File: src/rtl/core/pds_pkg.sv
// pds_pkg: shared types and constants for the packet deframer.
// Holds the controller state encoding and the command/status structs.
// No dependencies.
package pds_pkg;

  // Largest payload a frame may carry, and the widths that follow from it
  localparam int unsigned MAX_PAYLOAD = 32;
  localparam int unsigned ADDR_W      = 5;   // payload store index
  localparam int unsigned LEN_W       = 6;   // length / count, holds MAX_PAYLOAD
  localparam int unsigned BYTE_W      = 8;

  localparam logic [BYTE_W-1:0] MARKER_RST = 8'hAA;
  localparam logic [BYTE_W-1:0] MAX_LEN    = 8'(MAX_PAYLOAD);

  // Controller states, one-hot
  typedef enum logic [6:0] {
    S_HUNT = 7'b0000001,
    S_TYPE = 7'b0000010,
    S_LEN  = 7'b0000100,
    S_SUM  = 7'b0001000,
    S_DATA = 7'b0010000,
    S_RD   = 7'b0100000,
    S_OUT  = 7'b1000000
  } pds_state_t;

  // Controller to datapath
  typedef struct packed {
    logic ld_type;   // capture type byte
    logic ld_len;    // capture length, seed sum, clear counters
    logic ld_sum;    // capture checksum byte
    logic wr_data;   // store payload beat, accumulate
    logic rd;        // read payload store at current index
    logic inc_idx;   // advance output index
  } pds_cmd_t;

  // Datapath to controller
  typedef struct packed {
    logic is_marker;   // incoming byte equals start marker
    logic len_big;     // incoming length exceeds MAX_PAYLOAD
    logic len_zero;    // held length is zero
    logic zero_ok;     // empty frame: checksum byte matches
    logic data_done;   // this payload beat completes the frame
    logic data_ok;     // running sum including this beat matches
    logic idx_last;    // current result is the last of the frame
  } pds_stat_t;

endpackage

File: src/rtl/core/packet_deframer_sum_check.sv
// packet_deframer_sum_check: top level of the byte-serial packet deframer.
// Joins pds_ctrl and pds_dp; holds the port-level assertions.
// Depends on pds_pkg, pds_ctrl, pds_dp.

// Received bytes are taken one a cycle while a frame is being gathered: the
// block hunts for the start marker, then reads type, length and checksum
// bytes and stores up to MAX_PAYLOAD (32) payload bytes. When the frame's last
// byte arrives and length plus payload sum (modulo 256) equals the checksum,
// the frame is delivered one result per payload byte, or as a single empty-frame
// result for length zero; a bad checksum or oversized length drops the frame
// silently. Each payload result is a read of the payload store (S_RD) then the
// output state (S_OUT), held while out_stall is high; in_stall is high all
// through delivery. The user is to write the start marker through the cfg port
// (ready always high) only while idle; the block does not enforce it.
module packet_deframer_sum_check (
  input  logic                       clk,
  input  logic                       rst_n,
  input  logic                       in_valid,
  output logic                       in_stall,
  input  logic [pds_pkg::BYTE_W-1:0] in_rx_byte,
  output logic                       out_valid,
  input  logic                       out_stall,
  output logic [pds_pkg::BYTE_W-1:0] out_frame_type,
  output logic [pds_pkg::LEN_W-1:0]  out_frame_length,
  output logic [pds_pkg::ADDR_W-1:0] out_byte_index,
  output logic [pds_pkg::BYTE_W-1:0] out_payload_byte,
  output logic                       out_empty_frame,
  output logic                       out_last,
  input  logic                       cfg_valid,
  output logic                       cfg_ready,
  input  logic [pds_pkg::BYTE_W-1:0] cfg_start_marker
);
  import pds_pkg::*;

  pds_cmd_t  cmd;
  pds_stat_t stat;

  assign cfg_ready = 1'b1;

  pds_ctrl u_ctrl (
    .clk       (clk),
    .rst_n     (rst_n),
    .in_valid  (in_valid),
    .in_stall  (in_stall),
    .out_valid (out_valid),
    .out_stall (out_stall),
    .stat      (stat),
    .cmd       (cmd)
  );

  pds_dp u_dp (
    .clk          (clk),
    .rst_n        (rst_n),
    .rx_byte      (in_rx_byte),
    .cfg_we       (cfg_valid && cfg_ready),
    .cfg_data     (cfg_start_marker),
    .cmd          (cmd),
    .stat         (stat),
    .frame_type   (out_frame_type),
    .frame_length (out_frame_length),
    .byte_index   (out_byte_index),
    .payload_byte (out_payload_byte),
    .empty_frame  (out_empty_frame),
    .last         (out_last)
  );

  // Input is held off while a result beat is on offer
  a_stall_on_out: assert property (@(posedge clk) disable iff (!rst_n)
    out_valid |-> in_stall)
    else $error("input not stalled during emission");

  // An empty frame is always a single beat
  a_empty_last: assert property (@(posedge clk) disable iff (!rst_n)
    (out_valid && out_empty_frame) |-> out_last)
    else $error("empty frame result without last");

  // Payload index stays within the frame
  a_idx_range: assert property (@(posedge clk) disable iff (!rst_n)
    (out_valid && !out_empty_frame) |-> (6'(out_byte_index) < out_frame_length))
    else $error("byte index beyond frame length");

  // After the last beat is taken the block goes back to hunting
  a_last_ends: assert property (@(posedge clk) disable iff (!rst_n)
    (out_valid && out_last && !out_stall) |=> !out_valid)
    else $error("result beat after end of frame");

endmodule

File: src/rtl/core/pds_ctrl.sv
// pds_ctrl: frame controller state machine.
// Sequences hunt, header, payload capture and result emission.
// Depends on pds_pkg.
module pds_ctrl (
  input  logic              clk,
  input  logic              rst_n,
  input  logic              in_valid,
  output logic              in_stall,
  output logic              out_valid,
  input  logic              out_stall,
  input  pds_pkg::pds_stat_t stat,
  output pds_pkg::pds_cmd_t  cmd
);
  import pds_pkg::*;

  pds_state_t state_r, state_nxt;
  logic       in_acc;

  assign in_stall  = (state_r == S_RD) || (state_r == S_OUT);
  assign out_valid = (state_r == S_OUT);
  assign in_acc    = in_valid && !in_stall;

  // Next state and datapath commands
  always_comb begin
    state_nxt = state_r;
    cmd       = '0;
    unique case (state_r)
      S_HUNT: begin
        if (in_acc && stat.is_marker) state_nxt = S_TYPE;
      end
      S_TYPE: begin
        if (in_acc) begin
          cmd.ld_type = 1'b1;
          state_nxt   = S_LEN;
        end
      end
      S_LEN: begin
        if (in_acc) begin
          if (stat.len_big) begin
            state_nxt = S_HUNT;
          end else begin
            cmd.ld_len = 1'b1;
            state_nxt  = S_SUM;
          end
        end
      end
      S_SUM: begin
        if (in_acc) begin
          cmd.ld_sum = 1'b1;
          if (!stat.len_zero)    state_nxt = S_DATA;
          else if (stat.zero_ok) state_nxt = S_OUT;
          else                   state_nxt = S_HUNT;
        end
      end
      S_DATA: begin
        if (in_acc) begin
          cmd.wr_data = 1'b1;
          if (stat.data_done) state_nxt = stat.data_ok ? S_RD : S_HUNT;
        end
      end
      S_RD: begin
        cmd.rd    = 1'b1;
        state_nxt = S_OUT;
      end
      S_OUT: begin
        if (!out_stall) begin
          if (stat.idx_last) begin
            state_nxt = S_HUNT;
          end else begin
            cmd.inc_idx = 1'b1;
            state_nxt   = S_RD;
          end
        end
      end
      default: state_nxt = S_HUNT;
    endcase
  end

  // State register
  always_ff @(posedge clk) begin
    if (!rst_n) begin
      state_r <= S_HUNT;
    end else begin
      state_r <= state_nxt;
    end
  end

endmodule

File: src/rtl/core/pds_dp.sv
// pds_dp: deframer datapath: header registers, checksum, payload store.
// Driven by pds_ctrl commands; reports compare results back as status.
// Depends on pds_pkg.
module pds_dp (
  input  logic                        clk,
  input  logic                        rst_n,
  input  logic [pds_pkg::BYTE_W-1:0]  rx_byte,
  input  logic                        cfg_we,
  input  logic [pds_pkg::BYTE_W-1:0]  cfg_data,
  input  pds_pkg::pds_cmd_t           cmd,
  output pds_pkg::pds_stat_t          stat,
  output logic [pds_pkg::BYTE_W-1:0]  frame_type,
  output logic [pds_pkg::LEN_W-1:0]   frame_length,
  output logic [pds_pkg::ADDR_W-1:0]  byte_index,
  output logic [pds_pkg::BYTE_W-1:0]  payload_byte,
  output logic                        empty_frame,
  output logic                        last
);
  import pds_pkg::*;

  logic [BYTE_W-1:0] marker_r;
  logic [BYTE_W-1:0] type_r;
  logic [LEN_W-1:0]  len_r;
  logic [BYTE_W-1:0] exp_r;
  logic [BYTE_W-1:0] sum_r;
  logic [LEN_W-1:0]  cnt_r;
  logic [ADDR_W-1:0] idx_r;
  logic [BYTE_W-1:0] rd_data_r;
  logic [BYTE_W-1:0] mem [MAX_PAYLOAD];

  logic [BYTE_W-1:0] sum_nxt;
  logic [LEN_W-1:0]  cnt_inc;

  assign sum_nxt = sum_r + rx_byte;
  assign cnt_inc = cnt_r + LEN_W'(1);

  // Start marker register
  always_ff @(posedge clk) begin
    if (!rst_n) begin
      marker_r <= MARKER_RST;
    end else if (cfg_we) begin
      marker_r <= cfg_data;
    end
  end

  // Header, checksum and counters
  always_ff @(posedge clk) begin
    if (!rst_n) begin
      type_r <= '0;
      len_r  <= '0;
      exp_r  <= '0;
      sum_r  <= '0;
      cnt_r  <= '0;
      idx_r  <= '0;
    end else begin
      if (cmd.ld_type) type_r <= rx_byte;
      if (cmd.ld_len) begin
        len_r <= rx_byte[LEN_W-1:0];
        sum_r <= rx_byte;
        cnt_r <= '0;
        idx_r <= '0;
      end
      if (cmd.ld_sum) exp_r <= rx_byte;
      if (cmd.wr_data) begin
        sum_r <= sum_nxt;
        cnt_r <= cnt_inc;
      end
      if (cmd.inc_idx) idx_r <= idx_r + ADDR_W'(1);
    end
  end

  // Payload store, one write and one registered read port
  always_ff @(posedge clk) begin
    if (cmd.wr_data) mem[cnt_r[ADDR_W-1:0]] <= rx_byte;
    if (cmd.rd)      rd_data_r <= mem[idx_r];
  end

  // Status back to the controller
  always_comb begin
    stat.is_marker = (rx_byte == marker_r);
    stat.len_big   = (rx_byte > MAX_LEN);
    stat.len_zero  = (len_r == '0);
    stat.zero_ok   = (rx_byte == sum_r);
    stat.data_done = (cnt_inc >= len_r);
    stat.data_ok   = (sum_nxt == exp_r);
    stat.idx_last  = (len_r == '0) || ((LEN_W'(idx_r) + LEN_W'(1)) == len_r);
  end

  // Result fields
  assign frame_type   = type_r;
  assign frame_length = len_r;
  assign byte_index   = idx_r;
  assign empty_frame  = (len_r == '0);
  assign payload_byte = empty_frame ? '0 : rd_data_r;
  assign last         = stat.idx_last;

endmodule

File: config.mk
export PLATFORM = sky130hd
export DESIGN_NAME = packet_deframer_sum_check
export DESIGN_NICKNAME = d
export VERILOG_FILES = /design/src/rtl/core/pds_pkg.sv /design/src/rtl/core/packet_deframer_sum_check.sv /design/src/rtl/core/pds_ctrl.sv /design/src/rtl/core/pds_dp.sv
export SDC_FILE = /design/constraint.sdc
export NUM_CORES = 1
export LEC_CHECK = 0
export BUFFER_PORTS_ARGS = -buffer_cell sky130_fd_sc_hd__buf_4
export CORE_MARGIN = 2
export CORE_UTILIZATION = 46
export DETAILED_ROUTE_END_ITERATION = 10
export PLACE_DENSITY = 0.62
export SKIP_LAST_GASP = 1
export SYNTH_ARGS = -nofsm -noshare
export SYNTH_HDL_FRONTEND = slang
export SYNTH_HIERARCHICAL = 1
export SYNTH_SLANG_ARGS = --single-unit
File: constraint.sdc
create_clock -name clk -period 10 [get_ports clk]
set_clock_uncertainty 0.15 [all_clocks]
set_input_delay 2 -clock clk [delete_from_list [all_inputs] [get_ports clk]]
set_output_delay 2 -clock clk [all_outputs]
set_load 0.02 [all_outputs]
==> flow_metrics.py <==
metrics = {
    "outcome": {
        "status": "finished, final reports clean",
    },
    "placement": {
        "io_buffer_count": 51,
        "gp_congestion": 0.8666,
        "hpwl_mm": 18.15,
        "dp.cells": 1251,
    },
    "timing": {
        "hold_viol": 0,
        "final.setup.tns_ns": 0,
        "rsz0062_at_grt": "no",
        "setup_viol": 0,
        "finalMaxSlewViolations": 0,
        "holdWs_ns": 0.3458,
        "min_period_over_period_pct": 49.26,
        "max_freq_mhz": 203.0,
        "max_slew_margin_pct": 27.74,
        "worst_pin_slew_ns": 1.080,
        "min_period_ns": 4.926,
    },
    "finish": {
        "final_nets": 938,
        "syn_to_final_growth_pct": 12.93,
        "multi_input_area_sq_um": 4425,
        "num-fill-cells": 2410,
        "final_cells": 1312,
        "diodes": 0,
        "final_util_pct": 52.59,
        "area.sequential_sq_um": 9054,
        "final_common_cell": "edfxtp_1",
        "layout-drive-gt1-share_pct": 22.34,
        "final_cell_mix": "edfxtp_1 (264), mux4_2 (80), buf_4 (57), dfxtp_1 (54), nor2_1 (51)",
    },
    "synth": {
        "synth-xor-area-share_pct": 2.100,
        "async_flop_share_pct": 0,
        "synthAdderAreaFrac_pct": 1.781,
        "synth-simple-area-share_pct": 7.635,
        "muxShareOfSynthArea_pct": 16.62,
        "synth_top_family_by_area": "multiplexers",
        "syn_area_per_cell_sq_um": 16.18,
        "synth_cells": 851,
        "ys_seq_elements": 320,
        "synth_top_area_cell": "edfxtp_1",
        "ys_seq_area_share_pct": 65.73,
        "synth_nets": 891,
        "synth_area_leaders": "edfxtp_1 (58%), mux4_2 (13%), dfxtp_1 (8.1%)",
        "yosysWarnings": 6,
        "yosysUniqueCellTypes": 63,
        "synth_compound_area_share_pct": 3.908,
        "synth_ff_type": "edfxtp_1",
        "synth_top_area_share_pct": 57.59,
        "syn_area_sq_um": 13770,
        "synth_edf_count": 264,
    },
    "clocking": {
        "numCtsBuffers": 35,
        "cts_resized": 0,
        "ctsHoldBuffers": 0,
        "clkLatencyLatePin_ns": 0.51,
        "h-tree-depth": 2,
        "cts.sink_count": 320,
        "cts_root_buf": "clkbuf_16",
        "clk_path_buf_depth": 3,
        "clk_pin_slew_ns": 0.05,
        "postCtsSetupRepairBufs": 0,
        "cts_tree": "done",
    },
    "die": {
        "io_pins": 53,
        "row_count": 63,
        "core_area_sq_um": 29560,
        "die_area_sq_um": 31330,
        "die_w_microns": 177.0,
        "dieHeight_microns": 177.0,
        "start_util_pct": 46.57,
    },
    "worst_setup_path": {
        "rr_startpoint": "u_ctrl/state_r[1]",
        "path_max_fanout": 28,
        "startpoint_type": "register",
        "required_ns": 7.85,
        "worst_setup_path_end_kind": "primary output",
        "timing.rr.end": "u_dp/mem[15][1]",
        "critPathArrivalTime_ns": 2.78,
        "rrSetupSlack_ns": 5.83,
        "path_class": "reg -> out",
        "reg2reg_depth": 5,
    },
    "pwr": {
        "p_leak_nw": 4.989,
        "switchingPower_uw": 569.0,
        "internal_power_mw": 2.205,
        "seq_power_share_pct": 52.4,
        "power_mw": 2.774,
        "ir_drop_v": 0.00009365,
        "combPwrFrac_pct": 4.4,
        "clockPowerShare_pct": 43.3,
        "netSwitchingFraction_pct": 20.51,
        "power_density_nw_per_um2": 178.5,
    },
    "job": {
        "cap_violations": 0,
    },
    "global_routing": {
        "grt_pass1_vias": 7550,
        "antenna_found_initial": 1,
        "overflow": 0,
        "grt_pass1_wl_mm": 45.61,
        "grt_usage_pct": 19.68,
        "grt_max_degree": 54,
    },
    "route": {
        "drt_iter0_markers": 725,
        "drcViolationCount": 0,
        "finalWirelength_mm": 29.66,
        "viasPerCell": 5.686,
        "vias": 7460,
        "drtAntennaViolNets": 0,
        "firstDrtPassIters": 5,
        "post_drt_wl_per_cell_microns": 22.61,
    },
    "hold_path": {
        "hold-path-cell-count": 2,
        "min_path_type": "reg -> reg",
        "hold_end": "u_dp/marker_r[7]",
        "min_from": "u_dp/marker_r[7]",
    },
}
[layer usage]
layer	vias to the layer above	global-route usage, %	part of all wire [%]
met4	0	4.787	1.7
met3	40	2.964	5.1
met1	3805	27.95	44
li1	3400	-	-
met5	-	0	0
met2	215	32.15	49
[cell families after synthesis]
kind of cell,after synthesis
and+or+nand+nor,198
muxes,127
other,1
adders and majority gates,19
xor gates and xnor gates,33
DFF,320
buffers and inverters,68
AOI/OAI and AO/OA,85
[area by class of cell]
cell class	count	share of cell area, %
clock inverter	15	0.8612
inverter	21	0.5070
sequential	320	58.24
multi-input combinational	463	28.47
tap	390	3.139
timing repair buffer	57	2.753
clock buffer	46	6.036
[worst max-delay path, cell delays in order (launching register included)]
cell	delay, ns
dfxtp_4	0.70
ha_1	0.35
nand3_1	0.12
xnor2_1	0.25
xnor2_1	0.15
nand4_1	0.10
o21ai_1	0.37
buf_4	0.22
[synth_stat cells (all sizes together), types with 18 or more instances]
cell    number
buf         20
inv         21
o21ai       23
nand2       23
nor2b       39
xnor2       26
edfxtp     264
clkbuf      27
mux4        80
dfxtp       56
mux2i       35
nor2        52
ha          18
a21oi       33
[power groups by stage]
stage | Combinational (mW) | Clock [mW] | Sequential (mW)
final | 0.121 | 1.20 | 1.45
after global routing | 0.132 | 1.28 | 1.45
after CTS | 0.120 | 1.23 | 1.45
after detailed placement | 0.120 | 0 | 1.48
after global placement | 0.119 | 0 | 1.48
after floorplan | 0.0758 | 0 | 1.48
[state kept, by name (all words and copies together), names as in the netlist]
signal and cells:
u_dp/exp_r 8, u_dp/cnt_r 6, u_dp/mem 256, u_dp/marker_r 8, u_dp/byte_index 5, u_dp/frame_length 6
u_dp/rd_data_r 8, u_dp/sum_r 8, u_ctrl/state_r 7, u_dp/frame_type 8
[how the worst max path moves through the flow]
stage	depth (start not counted)	to	start	slack, ns
2_1_floorplan	12	u_ctrl/state_r[0]	in_rx_byte[0]	5.33
3_3_place_gp	13	u_ctrl/state_r[0]	in_rx_byte[0]	4.69
3_5_place_dp	13	u_ctrl/state_r[0]	in_rx_byte[0]	4.69
4_1_cts	7	out_last	u_dp/byte_index[0]	5.01
5_1_grt	7	out_last	u_dp/byte_index[0]	4.88
6_report	7	out_last	u_dp/byte_index[0]	5.07
[stage by stage]
stage                     setup WS (ns)  cell area, sq um
final                             5.074             15550
after global routing              4.881             15550
after detailed placement          4.690             14470
after CTS                         5.013             15550
after global placement            4.689             14470
after floorplan                   5.325             13770
No activity file was read; power rests on OpenSTA's default activity.
